File: src/design/i2cee_pkg.sv
`timescale 1ns / 1ps
// Shared types and constants for the I2C EEPROM byte access master.
// No dependencies; imported by every module of the block.
package i2cee_pkg;

	// Command codes of an input transaction
	localparam logic [1:0] CMD_TICK  = 2'd0;
	localparam logic [1:0] CMD_WRITE = 2'd1;
	localparam logic [1:0] CMD_READ  = 2'd2;

	// Configuration register indexes
	typedef enum logic [1:0] {
		REG_DEVICE_ADDRESS    = 2'd0,
		REG_TICKS_PER_PHASE   = 2'd1,
		REG_ACK_TIMEOUT       = 2'd2,
		REG_WRITE_CYCLE_TICKS = 2'd3
	} cfg_index_t;

	localparam int CFG_DATA_W = 24;

	localparam logic [6:0]  DEVICE_ADDRESS_RST    = 7'd80;
	localparam logic [15:0] TICKS_PER_PHASE_RST   = 16'd1;
	localparam logic [7:0]  ACK_TIMEOUT_RST       = 8'd200;
	localparam logic [23:0] WRITE_CYCLE_TICKS_RST = 24'd10000;

	// Which byte of the transfer is on the bus
	localparam logic [1:0] BS_DEVICE  = 2'd0;
	localparam logic [1:0] BS_ADDRESS = 2'd1;
	localparam logic [1:0] BS_PAYLOAD = 2'd2;

	localparam logic [3:0] BITS_PER_BYTE = 4'd8;

	typedef enum logic [19:0] {
		ST_IDLE = 20'h00001,
		ST_ST_A = 20'h00002,
		ST_ST_B = 20'h00004,
		ST_ST_C = 20'h00008,
		ST_TX_A = 20'h00010,
		ST_TX_B = 20'h00020,
		ST_TX_C = 20'h00040,
		ST_AK_A = 20'h00080,
		ST_AK_B = 20'h00100,
		ST_AK_C = 20'h00200,
		ST_RS_A = 20'h00400,
		ST_RX_A = 20'h00800,
		ST_RX_B = 20'h01000,
		ST_NK_A = 20'h02000,
		ST_NK_B = 20'h04000,
		ST_NK_C = 20'h08000,
		ST_SP_A = 20'h10000,
		ST_SP_B = 20'h20000,
		ST_SP_C = 20'h40000,
		ST_WAIT = 20'h80000
	} step_t;

	typedef struct packed {
		logic [6:0]  device_address;
		logic [15:0] ticks_per_phase;
		logic [7:0]  ack_timeout;
		logic [23:0] write_cycle_ticks;
	} cfg_t;

	typedef struct packed {
		logic       scl_level;
		logic       sda_level;
		logic       busy_res;
		logic       done_res;
		logic [7:0] read_result;
		logic       ack_missing;
	} result_t;

endpackage

File: src/design/i2c_eeprom_byte_access_master_core.sv
`timescale 1ns / 1ps
// I2C EEPROM byte access master, top level: input register, sequencer, result register.
// Depends on i2cee_pkg, i2cee_cfg and i2cee_seq.
// The result register loads when the sequencer advances the stage-1 transaction.
// Throughput: one transaction and one sequencer tick per cycle unless output stalls.
// Reset (arst_n low, asynchronous): sequencer to idle, counters and flags cleared,
// configuration registers to their defaults, both pipeline stages empty.
module i2c_eeprom_byte_access_master_core #(
	parameter int WORD_ADDRESS_BITS = 8
) (
	input  logic                           clk,
	input  logic                           arst_n,
	// configuration write port
	input  logic                           cfg_we,
	input  logic [1:0]                     cfg_index,
	input  logic [i2cee_pkg::CFG_DATA_W-1:0] cfg_data,
	// input channel
	input  logic                           in_valid,
	output logic                           in_stall,
	input  logic [1:0]                     command,
	input  logic [WORD_ADDRESS_BITS-1:0]   word_address,
	input  logic [7:0]                     write_data,
	input  logic                           sda_sample,
	// output channel
	output logic                           out_valid,
	input  logic                           out_stall,
	output logic                           scl_level,
	output logic                           sda_level,
	output logic                           busy_res,
	output logic                           done_res,
	output logic [7:0]                     read_result,
	output logic                           ack_missing
);
	import i2cee_pkg::*;

	cfg_t    cfg;
	result_t result;

	// Stage 1: captured input transaction
	logic                         valid_s1;
	logic [1:0]                   command_s1;
	logic [WORD_ADDRESS_BITS-1:0] word_address_s1;
	logic [7:0]                   write_data_s1;
	logic                         sda_sample_s1;

	// Stage 2: result register facing the output channel
	logic    valid_s2;
	result_t result_s2;

	logic advance;

	// Move the stage-1 transaction through the sequencer whenever the result
	// register is empty or being drained this cycle.
	assign advance  = valid_s1 && (!valid_s2 || !out_stall);
	// Stage 1 takes a new transaction when empty or when it hands its own on.
	assign in_stall = valid_s1 && !advance;

	i2cee_cfg u_cfg (
		.clk       (clk),
		.arst_n    (arst_n),
		.cfg_we    (cfg_we),
		.cfg_index (cfg_index),
		.cfg_data  (cfg_data),
		.cfg       (cfg)
	);

	i2cee_seq #(
		.WORD_ADDRESS_BITS (WORD_ADDRESS_BITS)
	) u_seq (
		.clk          (clk),
		.arst_n       (arst_n),
		.advance      (advance),
		.command      (command_s1),
		.word_address (word_address_s1),
		.write_data   (write_data_s1),
		.sda_sample   (sda_sample_s1),
		.cfg          (cfg),
		.result       (result)
	);

	// Input register: valid bit under reset, payload loads only with a new transaction
	always_ff @(posedge clk or negedge arst_n) begin
		if (!arst_n) begin
			valid_s1 <= 1'b0;
		end else if (!in_stall) begin
			valid_s1 <= in_valid;
		end
	end

	always_ff @(posedge clk) begin
		if (!in_stall && in_valid) begin
			command_s1      <= command;
			word_address_s1 <= word_address;
			write_data_s1   <= write_data;
			sda_sample_s1   <= sda_sample;
		end
	end

	// Result register: fill on advance, drop once the consumer takes it
	always_ff @(posedge clk or negedge arst_n) begin
		if (!arst_n) begin
			valid_s2 <= 1'b0;
		end else if (advance) begin
			valid_s2 <= 1'b1;
		end else if (!out_stall) begin
			valid_s2 <= 1'b0;
		end
	end

	always_ff @(posedge clk) begin
		if (advance) begin
			result_s2 <= result;
		end
	end

	assign out_valid   = valid_s2;
	assign scl_level   = result_s2.scl_level;
	assign sda_level   = result_s2.sda_level;
	assign busy_res    = result_s2.busy_res;
	assign done_res    = result_s2.done_res;
	assign read_result = result_s2.read_result;
	assign ack_missing = result_s2.ack_missing;

endmodule

File: src/design/i2cee_cfg.sv
`timescale 1ns / 1ps
// Configuration register file of the I2C EEPROM byte access master.
// Depends on i2cee_pkg.
module i2cee_cfg (
	input  logic                           clk,
	input  logic                           arst_n,
	input  logic                           cfg_we,
	input  logic [1:0]                     cfg_index,
	input  logic [i2cee_pkg::CFG_DATA_W-1:0] cfg_data,
	output i2cee_pkg::cfg_t                cfg
);
	import i2cee_pkg::*;

	cfg_t cfg_q;

	always_ff @(posedge clk or negedge arst_n) begin
		if (!arst_n) begin
			cfg_q.device_address    <= DEVICE_ADDRESS_RST;
			cfg_q.ticks_per_phase   <= TICKS_PER_PHASE_RST;
			cfg_q.ack_timeout       <= ACK_TIMEOUT_RST;
			cfg_q.write_cycle_ticks <= WRITE_CYCLE_TICKS_RST;
		end else if (cfg_we) begin
			unique case (cfg_index_t'(cfg_index))
				REG_DEVICE_ADDRESS:    cfg_q.device_address    <= cfg_data[6:0];
				REG_TICKS_PER_PHASE:   cfg_q.ticks_per_phase   <= cfg_data[15:0];
				REG_ACK_TIMEOUT:       cfg_q.ack_timeout       <= cfg_data[7:0];
				REG_WRITE_CYCLE_TICKS: cfg_q.write_cycle_ticks <= cfg_data[23:0];
				default: ;
			endcase
		end
	end

	assign cfg = cfg_q;

endmodule

File: src/design/i2cee_seq.sv
`timescale 1ns / 1ps
// Bus phase sequencer: holds the transfer state and advances it by one tick.
// Depends on i2cee_pkg.
module i2cee_seq #(
	parameter int WORD_ADDRESS_BITS = 8
) (
	input  logic                         clk,
	input  logic                         arst_n,
	input  logic                         advance,
	input  logic [1:0]                   command,
	input  logic [WORD_ADDRESS_BITS-1:0] word_address,
	input  logic [7:0]                   write_data,
	input  logic                         sda_sample,
	input  i2cee_pkg::cfg_t              cfg,
	output i2cee_pkg::result_t           result
);
	import i2cee_pkg::*;

	step_t                        step_q, step_nxt;
	logic [3:0]                   bit_q, bit_nxt, bit_inc;
	logic [7:0]                   shift_q, shift_nxt;
	logic [15:0]                  phase_q, phase_nxt;
	logic [7:0]                   ack_q, ack_nxt, ack_sat;
	logic [23:0]                  cycle_q, cycle_nxt, cycle_sat;
	logic                         is_read_q, is_read_nxt;
	logic [WORD_ADDRESS_BITS-1:0] addr_q, addr_nxt;
	logic [7:0]                   data_q, data_nxt;
	logic                         nack_q, nack_nxt;
	logic [1:0]                   stage_q, stage_nxt;
	logic [7:0]                   rbyte_q, rbyte_nxt;
	logic                         phase_end;
	logic                         done;
	logic                         scl, sda;

	assign phase_end = ({1'b0, phase_q} + 17'd1) >= {1'b0, cfg.ticks_per_phase};
	assign bit_inc   = bit_q + 4'd1;
	assign ack_sat   = (ack_q != 8'hFF) ? ack_q + 8'd1 : ack_q;
	assign cycle_sat = (cycle_q != 24'hFFFFFF) ? cycle_q + 24'd1 : cycle_q;

	always_comb begin
		step_nxt    = step_q;
		bit_nxt     = bit_q;
		shift_nxt   = shift_q;
		phase_nxt   = phase_q;
		ack_nxt     = ack_q;
		cycle_nxt   = cycle_q;
		is_read_nxt = is_read_q;
		addr_nxt    = addr_q;
		data_nxt    = data_q;
		nack_nxt    = nack_q;
		stage_nxt   = stage_q;
		rbyte_nxt   = rbyte_q;
		done        = 1'b0;

		unique case (step_q) inside
			ST_IDLE: begin
				if (command == CMD_WRITE || command == CMD_READ) begin
					addr_nxt = word_address;
					if (command == CMD_WRITE)
						data_nxt = write_data;
					is_read_nxt = (command == CMD_READ);
					nack_nxt    = 1'b0;
					stage_nxt   = BS_DEVICE;
					shift_nxt   = {cfg.device_address, 1'b0};
					bit_nxt     = '0;
					step_nxt    = ST_ST_A;
					phase_nxt   = '0;
				end
			end
			ST_AK_B: begin
				if (!phase_end) begin
					phase_nxt = phase_q + 16'd1;
				end else if (!sda_sample) begin
					step_nxt  = ST_AK_C;
					phase_nxt = '0;
				end else begin
					ack_nxt = ack_sat;
					// ACK timed out: flag it and release the bus
					if (ack_sat >= cfg.ack_timeout) begin
						nack_nxt  = 1'b1;
						step_nxt  = ST_SP_A;
						phase_nxt = '0;
					end
				end
			end
			ST_WAIT: begin
				cycle_nxt = cycle_sat;
				if (cycle_sat >= cfg.write_cycle_ticks) begin
					step_nxt  = ST_IDLE;
					phase_nxt = '0;
					done      = 1'b1;
				end
			end
			ST_ST_A, ST_ST_B, ST_ST_C, ST_TX_A, ST_TX_B, ST_TX_C, ST_AK_A, ST_AK_C,
			ST_RS_A, ST_RX_A, ST_RX_B, ST_NK_A, ST_NK_B, ST_NK_C, ST_SP_A, ST_SP_B,
			ST_SP_C: begin
				if (!phase_end) begin
					phase_nxt = phase_q + 16'd1;
				end else begin
					phase_nxt = '0;
					unique case (step_q) inside
						ST_ST_A: step_nxt = ST_ST_B;
						ST_ST_B: step_nxt = ST_ST_C;
						ST_ST_C: begin
							bit_nxt  = '0;
							step_nxt = ST_TX_A;
						end
						ST_TX_A: step_nxt = ST_TX_B;
						ST_TX_B: step_nxt = ST_TX_C;
						ST_TX_C: begin
							shift_nxt = {shift_q[6:0], 1'b0};
							bit_nxt   = bit_inc;
							if (bit_inc >= BITS_PER_BYTE) begin
								ack_nxt  = '0;
								step_nxt = ST_AK_A;
							end else begin
								step_nxt = ST_TX_A;
							end
						end
						ST_AK_A: step_nxt = ST_AK_B;
						ST_AK_C: begin
							if (stage_q == BS_DEVICE) begin
								stage_nxt = BS_ADDRESS;
								shift_nxt = 8'(addr_q);
								bit_nxt   = '0;
								step_nxt  = ST_TX_A;
							end else if (stage_q == BS_ADDRESS) begin
								stage_nxt = BS_PAYLOAD;
								if (is_read_q) begin
									shift_nxt = {cfg.device_address, 1'b1};
									step_nxt  = ST_RS_A;
								end else begin
									shift_nxt = data_q;
									bit_nxt   = '0;
									step_nxt  = ST_TX_A;
								end
							end else if (is_read_q) begin
								shift_nxt = '0;
								bit_nxt   = '0;
								step_nxt  = ST_RX_A;
							end else begin
								step_nxt = ST_SP_A;
							end
						end
						ST_RS_A: step_nxt = ST_ST_A;
						ST_RX_A: step_nxt = ST_RX_B;
						ST_RX_B: begin
							shift_nxt = {shift_q[6:0], sda_sample};
							bit_nxt   = bit_inc;
							if (bit_inc >= BITS_PER_BYTE) begin
								rbyte_nxt = {shift_q[6:0], sda_sample};
								step_nxt  = ST_NK_A;
							end else begin
								step_nxt = ST_RX_A;
							end
						end
						ST_NK_A: step_nxt = ST_NK_B;
						ST_NK_B: step_nxt = ST_NK_C;
						ST_NK_C: step_nxt = ST_SP_A;
						ST_SP_A: step_nxt = ST_SP_B;
						ST_SP_B: step_nxt = ST_SP_C;
						ST_SP_C: begin
							if (nack_q || is_read_q || cfg.write_cycle_ticks == 24'd0) begin
								step_nxt = ST_IDLE;
								done     = 1'b1;
							end else begin
								cycle_nxt = '0;
								step_nxt  = ST_WAIT;
							end
						end
						default: step_nxt = ST_IDLE;
					endcase
				end
			end
			default: begin
				step_nxt  = ST_IDLE;
				phase_nxt = '0;
			end
		endcase
	end

	// Line drive follows the step just entered
	always_comb begin
		unique case (step_nxt) inside
			ST_ST_B:                 begin scl = 1'b1; sda = 1'b0;         end
			ST_ST_C:                 begin scl = 1'b0; sda = 1'b0;         end
			ST_TX_A, ST_TX_C:        begin scl = 1'b0; sda = shift_nxt[7]; end
			ST_TX_B:                 begin scl = 1'b1; sda = shift_nxt[7]; end
			ST_AK_A, ST_AK_C, ST_RS_A, ST_RX_A, ST_NK_A, ST_NK_C:
			                         begin scl = 1'b0; sda = 1'b1;         end
			ST_SP_A:                 begin scl = 1'b0; sda = 1'b0;         end
			ST_SP_B:                 begin scl = 1'b1; sda = 1'b0;         end
			default:                 begin scl = 1'b1; sda = 1'b1;         end
		endcase
	end

	always_comb begin
		result.scl_level   = scl;
		result.sda_level   = sda;
		result.busy_res    = (step_nxt != ST_IDLE);
		result.done_res    = done;
		result.read_result = rbyte_nxt;
		result.ack_missing = nack_nxt;
	end

	always_ff @(posedge clk or negedge arst_n) begin
		if (!arst_n) begin
			step_q    <= ST_IDLE;
			bit_q     <= '0;
			shift_q   <= '0;
			phase_q   <= '0;
			ack_q     <= '0;
			cycle_q   <= '0;
			is_read_q <= 1'b0;
			addr_q    <= '0;
			data_q    <= '0;
			nack_q    <= 1'b0;
			stage_q   <= BS_DEVICE;
			rbyte_q   <= '0;
		end else if (advance) begin
			step_q    <= step_nxt;
			bit_q     <= bit_nxt;
			shift_q   <= shift_nxt;
			phase_q   <= phase_nxt;
			ack_q     <= ack_nxt;
			cycle_q   <= cycle_nxt;
			is_read_q <= is_read_nxt;
			addr_q    <= addr_nxt;
			data_q    <= data_nxt;
			nack_q    <= nack_nxt;
			stage_q   <= stage_nxt;
			rbyte_q   <= rbyte_nxt;
		end
	end

endmodule

File: config.mk
export PLATFORM = sky130hd
export DESIGN_NAME = i2c_eeprom_byte_access_master_core
export DESIGN_NICKNAME = d
export VERILOG_FILES = /design/src/design/i2cee_pkg.sv /design/src/design/i2c_eeprom_byte_access_master_core.sv /design/src/design/i2cee_cfg.sv /design/src/design/i2cee_seq.sv
export SDC_FILE = /design/constraint.sdc
export NUM_CORES = 1
export LEC_CHECK = 0
export ABC_AREA = 1
export BUFFER_PORTS_ARGS = -buffer_cell sky130_fd_sc_hd__buf_2
export CAP_MARGIN = 5
export CORE_ASPECT_RATIO = 0.75
export CORE_MARGIN = 1
export CORE_UTILIZATION = 30
export CTS_CLUSTER_DIAMETER = 100
export DETAILED_ROUTE_END_ITERATION = 12
export GPL_TIMING_DRIVEN = 0
export PLACE_DENSITY = 0.43
export SLEW_MARGIN = 25
export SYNTH_ARGS = -nofsm -noshare
export SYNTH_HDL_FRONTEND = slang
export SYNTH_HIERARCHICAL = 1
export SYNTH_SLANG_ARGS = --single-unit
File: constraint.sdc
create_clock -name clk -period 7.2 [get_ports clk]
set_input_delay 0.36 -clock clk [delete_from_list [all_inputs] [get_ports clk]]
set_output_delay 0.36 -clock clk [all_outputs]
set_load 0.02 [all_outputs]
## Yosys cells after proc, flatten, opt, wreduce, memory -nomap -nowiden

Cells that the tools add are included.

| word-level totals | value |
|---|---|
| output and inout bits | 15 |
| register bits after elaboration | 197 |
| input port bits | 50 |

| operators by class | value |
|---|---|
| magnitude comparators | 4 |
| equal/unequal tests | 59 |
| add/sub/neg operators | 5 |
| multiplexer cells | 74 |
| reduce and logical (&&, ||, !) cells | 34 |

Operators with widths:

| kind | number |
|---|---|
| $pmux W20 S17 | 1 |
| $mux W20 | 9 |
| $mux W8 | 17 |
| $mux W16 | 6 |
| $mux W24 | 4 |
| $pmux W20 S4 | 1 |
| $pmux W16 S4 | 1 |
| $pmux W24 S2 | 1 |
| $eq A20 B10 Y1 const B | 2 |
| $eq A20 B11 Y1 const B | 2 |
| $eq A20 B12 Y1 const B | 2 |
| $eq A20 B14 Y1 const B | 2 |
| $eq A20 B16 Y1 const B | 2 |
| $eq A20 B17 Y1 const B | 2 |
| $eq A20 B18 Y1 const B | 2 |
| $eq A20 B3 Y1 const B | 2 |
| $eq A20 B4 Y1 const B | 2 |
| $eq A20 B5 Y1 const B | 2 |
| $eq A20 B6 Y1 const B | 2 |
| $eq A20 B7 Y1 const B | 2 |
| $eq A20 B8 Y1 const B | 2 |
| $pmux W8 S2 | 2 |
| $add A24 B1 Y24 const B | 1 |
| $ge A24 B24 Y1 | 1 |
| other kinds (55) | 106 |

## Depth between registers and ports, before layout

| depth | value |
|---|---|
| depth in word-level cells | 10 |
| mapped depth | 30 |

## Hierarchy

Netlist, hierarchy kept.

By module, submodules not included:

| module | seq. area each (um^2) | cells each | area an instance (um^2) | instances |
|---|---|---|---|---|
| i2cee_seq | 2703.8 | 1167 | 8066.5 | 1 |
| i2cee_cfg | 1390.1 | 246 | 2270.9 | 1 |
| i2c_eeprom_byte_access_master_core | 1011.0 | 44 | 1056.0 | 1 |

## Least setup slack after synthesis

OpenSTA, ideal clock, no wires.

| timing path | value |
|---|---|
| kind | reg2reg |
| start point | register u_seq.cycle_q[0] |
| end point | register result_s2 (netlist bit scl_level) (data pin) |
| path buffers | 2 |
| data arrival time | 3.572 ns |
| slack | 3.377 ns |
| stages on the path, launching flop included | 29 |
| period minus slack after synthesis | 3.823 ns |
| cells stage by stage | dfrtp_1 ha_1 nand4_1 nor3_1 nand2_1 nand2_1 nor2_1 nand2_1 nor2_2 nand2_1 nor2_1 nand2_1 xor2_1 inv_1 ha_1 a21oi_1 o21ai_0 nand2_1 nand2_1 a21oi_1 nand4_1 nand3_2 buf_6 nand2_1 o21ai_1 nor2_1 nand4_1 nor2_1 buf_4 |

| between the ends | value |
|---|---|
| longest elaborated chain between the ends | 8 |

RTL lines:

| item | line | source |
|---|---|---|
| start, declared | i2cee_seq.sv:24 | `logic [23:0] cycle_q, cycle_nxt, cycle_sat;` |
| start signal, assigned | i2cee_seq.sv:226 | `cycle_q <= cycle_nxt;` |
| $add A24 B1 Y24 or $ne A24 B24 Y1 (tied branches) | i2cee_seq.sv:38 | `assign cycle_sat = (cycle_q != 24'hFFFFFF) ? cycle_q + 24'd1 : cycle_q;` |
| $mux W24 (*) | i2cee_seq.sv:38 |  |
| $ge A24 B24 Y1 (*) | i2cee_seq.sv:88 | `if (cycle_sat >= cfg.write_cycle_ticks) begin` |
| $mux W20 (*) | i2cee_seq.sv:88 |  |
| $pmux W20 S4 (*) | i2cee_seq.sv:55 | `unique case (step_q) inside` |
| $eq A20 B17 Y1 (no source line), or another cell as far along | -- |  |
| $reduce_or A10 Y1 (no source line) (*) | -- |  |
| $mux W1 (*) | i2cee_seq.sv:184 | `unique case (step_nxt) inside` |
| named net u_seq.scl | i2cee_seq.sv:33 | `logic scl, sda;` |
| end signal, assigned | i2c_eeprom_byte_access_master_core.sv:112 | `result_s2 <= result;` |
| end, declared | i2c_eeprom_byte_access_master_core.sv:48 | `result_t result_s2;` |

Mark *: on every way through the listed nets, which the timed path passes. The rest lies on a longest branch.
A chain may end at the register's enable or synchronous reset.

## Worst setup path in the final report

Same ends and word-level chain as after synthesis.

==> impl_metrics.csv <==
group,metric,value,unit
synth,yosysMostFrequentCell,"nand2_1",
power,peakVddDrop,0.146,mV
power,p_leak,6.64,nW
synth,synth_area,11400,um^2
timing,rsz0062_at_grt,"no",
critical_path,crit_path_end_kind,"flop",
critical_path,critPathArrivalTime,5.30,ns
timing,slew_violations,0,
timing,fmax,0.197,GHz
synth,yosysUniqueCellTypes,53,
timing,slew_headroom,34.2,%
critical_path,cp_max_fo,10,
floorplanning,ios,65,
layout,area_growth,13.8,%
job,cap_violations,0,
power,p_per_area,195,nW/um^2
synth,synth_top_area_share,33.6,%
floorplanning,die_h,171,um
critical_path,worstSetupStartpointType,"flop",
power,seq_power_share,50.5,%
detailed_routing,wire_per_inst,15.4,um
timing,fin_hold_ws,0.0797,ns
status,status,"completed",
place,place_inst,2025,
clocking,cts_buffers,17,
synth,async_reset_ff_share,83.8,%
detailed_routing,viasPerCell,4.75,
critical_path,required,7.42,ns
clocking,cts_root_buf,"clkbuf_16",
synth,avgSynthCellArea,7.82,um^2
detailed_routing,post-route-drc-count,0,
global_routing,grt_pass1_wl,51500,um
global_routing,grt_pass1_vias,9190,
critical_path,crit_path_frequent_cell,"nand2_1",
global_routing,antenna_found_initial,0,
timing,finalHoldViolations,0,
worst_hold_path,hold_class,"primary input to flop",
layout,final_cell_area,13000,um^2
layout,drive_gt1_share,11.5,%
clocking,cts_tree,"built",
timing,period_needed,5.08,ns
detailed_routing,drt_iter0_drc,705,
synth,yosys.area.top_type,"dfrtp_1",
floorplanning,initial_utilization,30.6,%
layout,n_antenna_cell,0,
detailed_routing,wl,31700,um
clocking,cts.sinks,197,
synth,synth_seq_area_share,44.8,%
timing,fin_crit_sh,70.6,%
clocking,clock_latency,0.45,ns
detailed_routing,firstDrtPassIters,7,
layout,fin_nets,1645,
timing,worst_slack,2.12,ns
power,p_sw_share,29.5,%
global_routing,grt_start_max_net_pins,76,
power,comb_power_share,12.4,%
synth,syn-num-nets,1561,
timing,finalSetupTns,0,ns
synth,synth_edf_count,32,
timing,worst_clock_skew,0.0110,ns
synth,synth.area.top_cells,"dfrtp_1, nand2_1, edfxtp_1, inv_1, ha_1",
place,pre_cts_ws,2.09,ns
floorplanning,core-area,37200,um^2
power,p_int,1.78,mW
floorplanning,die_w,227,um
layout,nFillCells,4054,
layout,layout.cells.non_filler,2058,
place,place_area,12400,um^2
synth,yosys_warnings,6,
detailed_routing,ant_nets,0,
power,p_clk_share,37.1,%
clocking,cts_setup_buffers,0,
clocking,post_cts_resized,0,
timing,worst_slew_pin_slew,0.980,ns
power,switching_power,747,uW
global_routing,grt_util_all_layers,17.3,%
critical_path,slowest_delay,0.41,ns
global_routing,overflow,0,
detailed_routing,vias,9778,
place,io_buffers,62,
synth,ys.flop_type,"dfrtp_1",
power,total_power,2.53,mW
clocking,clock_path_buffers,2,
floorplanning,rows,61,
critical_path,critPathSlowestCell,"dfrtp_1",
synth,synth_cells,1457,
clocking,cts-htree-levels,4,
clocking,clkTransAtPathRegs,0.08,ns
synth,yosys-top-cells-count,"nand2_1, inv_1, dfrtp_1",
place,dp_hpwl,24300,um
critical_path,path_class,"flop to flop",
timing,setup_viol,0,
synth,ys_ff_latch,197,
layout,finalCoreUtilization,34.8,%
floorplanning,die_area,38800,um^2
place,place.gp.congestion,0.845,
==> logic make-up after synthesis <==
group           count (synthesis)  synth area share (%)
compound gates                170                  8.57
xor+xnor                       37                  2.84
fa+ha+maj                      54                  5.93
buf+inv                       243                  8.62
flops                         197                  44.8
mux                             9                 0.878
simple gates                  747                  28.4
==> state kept, by name (all words and copies together), names as in the netlist, 4 cells and up <==
register	count
read_result	8
u_cfg/cfg	55
u_seq/ack_q	8
u_seq/addr_q	8
u_seq/bit_q	4
u_seq/cycle_q	24
u_seq/data_q	8
u_seq/phase_q	16
u_seq/rbyte_q	8
u_seq/shift_q	8
u_seq/step_q	20
word_address_s1	8
write_data_s1	8
==> cells in the final DEF, fill, tap and decap left out, types with 8 or more instances in the layout <==
| cell type | count |
|---|---|
| xnor2_1 | 10 |
| nor3_1 | 23 |
| dfrtp_1 | 153 |
| o21ai_0 | 50 |
| nand3_1 | 56 |
| buf_2 | 78 |
| nand2_1 | 445 |
| o21ai_1 | 17 |
| nor2_1 | 116 |
| ha_1 | 54 |
| o22ai_1 | 8 |
| clkbuf_1 | 16 |
| nand4_1 | 75 |
| edfxtp_1 | 32 |
| dfstp_2 | 12 |
| inv_1 | 186 |
| clkbuf_16 | 17 |
| a21oi_1 | 56 |
| xor2_1 | 27 |
| a31oi_1 | 9 |
==> power groups by stage <==
stage	Combinational (mW)	Clock [mW]	Sequential (mW)
after CTS	0.317	0.981	1.28
after floorplan	0.202	0	1.28
final	0.313	0.938	1.28
after global placement	0.307	0	1.30
after global routing	0.366	1.02	1.29
after detailed placement	0.315	0	1.30
==> worst max-delay path, delay by kind of cell, from the launching register on <==
kind | cells | cell delay, ns
xor+xnor | 1 | 0.22
fa+ha+maj | 2 | 0.51
compound gates | 4 | 0.55
flops | 1 | 0.41
simple gates | 18 | 2.73
buf+inv | 3 | 0.43
==> metal layers <==
layer	vias up	wire length (um)	track usage, %
met5	-	0	0
met4	0	366	4.35
met3	22	1500	2.49
met2	218	12700	23.9
met1	4611	17200	27.5
li1	4927	-	-
==> what timing repair did <==
item / 4_1_cts / 5_1_grt
endpoints found under the setup margin: 0 / 0
hold endpoints to repair: 41 / 0
hold buffers: 1 / 0
==> path summary, 6_finish.rpt <==
| check | start | endpoint | slack, ns | cells after the start |
|---|---|---|---|---|
| worst max-delay path | u_seq/cycle_q[0] | scl_level | 2.12 | 28 |
| worst min-delay path | word_address[1] | word_address_s1[1] | 0.08 | 1 |
| worst max register to register | u_seq/cycle_q[0] | scl_level | 2.12 | 28 |
| worst min register to register | word_address_s1[7] | u_seq/addr_q[7] | 0.45 | 2 |
| max in group asynchronous | arst_n | u_cfg/cfg[52] | 5.79 | 4 |
| min in group asynchronous | arst_n | u_seq/step_q[3] | 0.39 | 2 |
==> area by class of cell <==
class                      instances  area, um^2  area share [%]
sequential                       197        5100            39.4
timing repair buffer              65         385            2.97
tap                              504         631            4.86
clock inverter                    14         114           0.878
clock buffer                      18         439            3.39
multi-input combinational       1017        5310            41.0
buffer                            46         243            1.87
inverter                         197         739            5.70
Note: power is estimated with default switching activity, not from simulation.
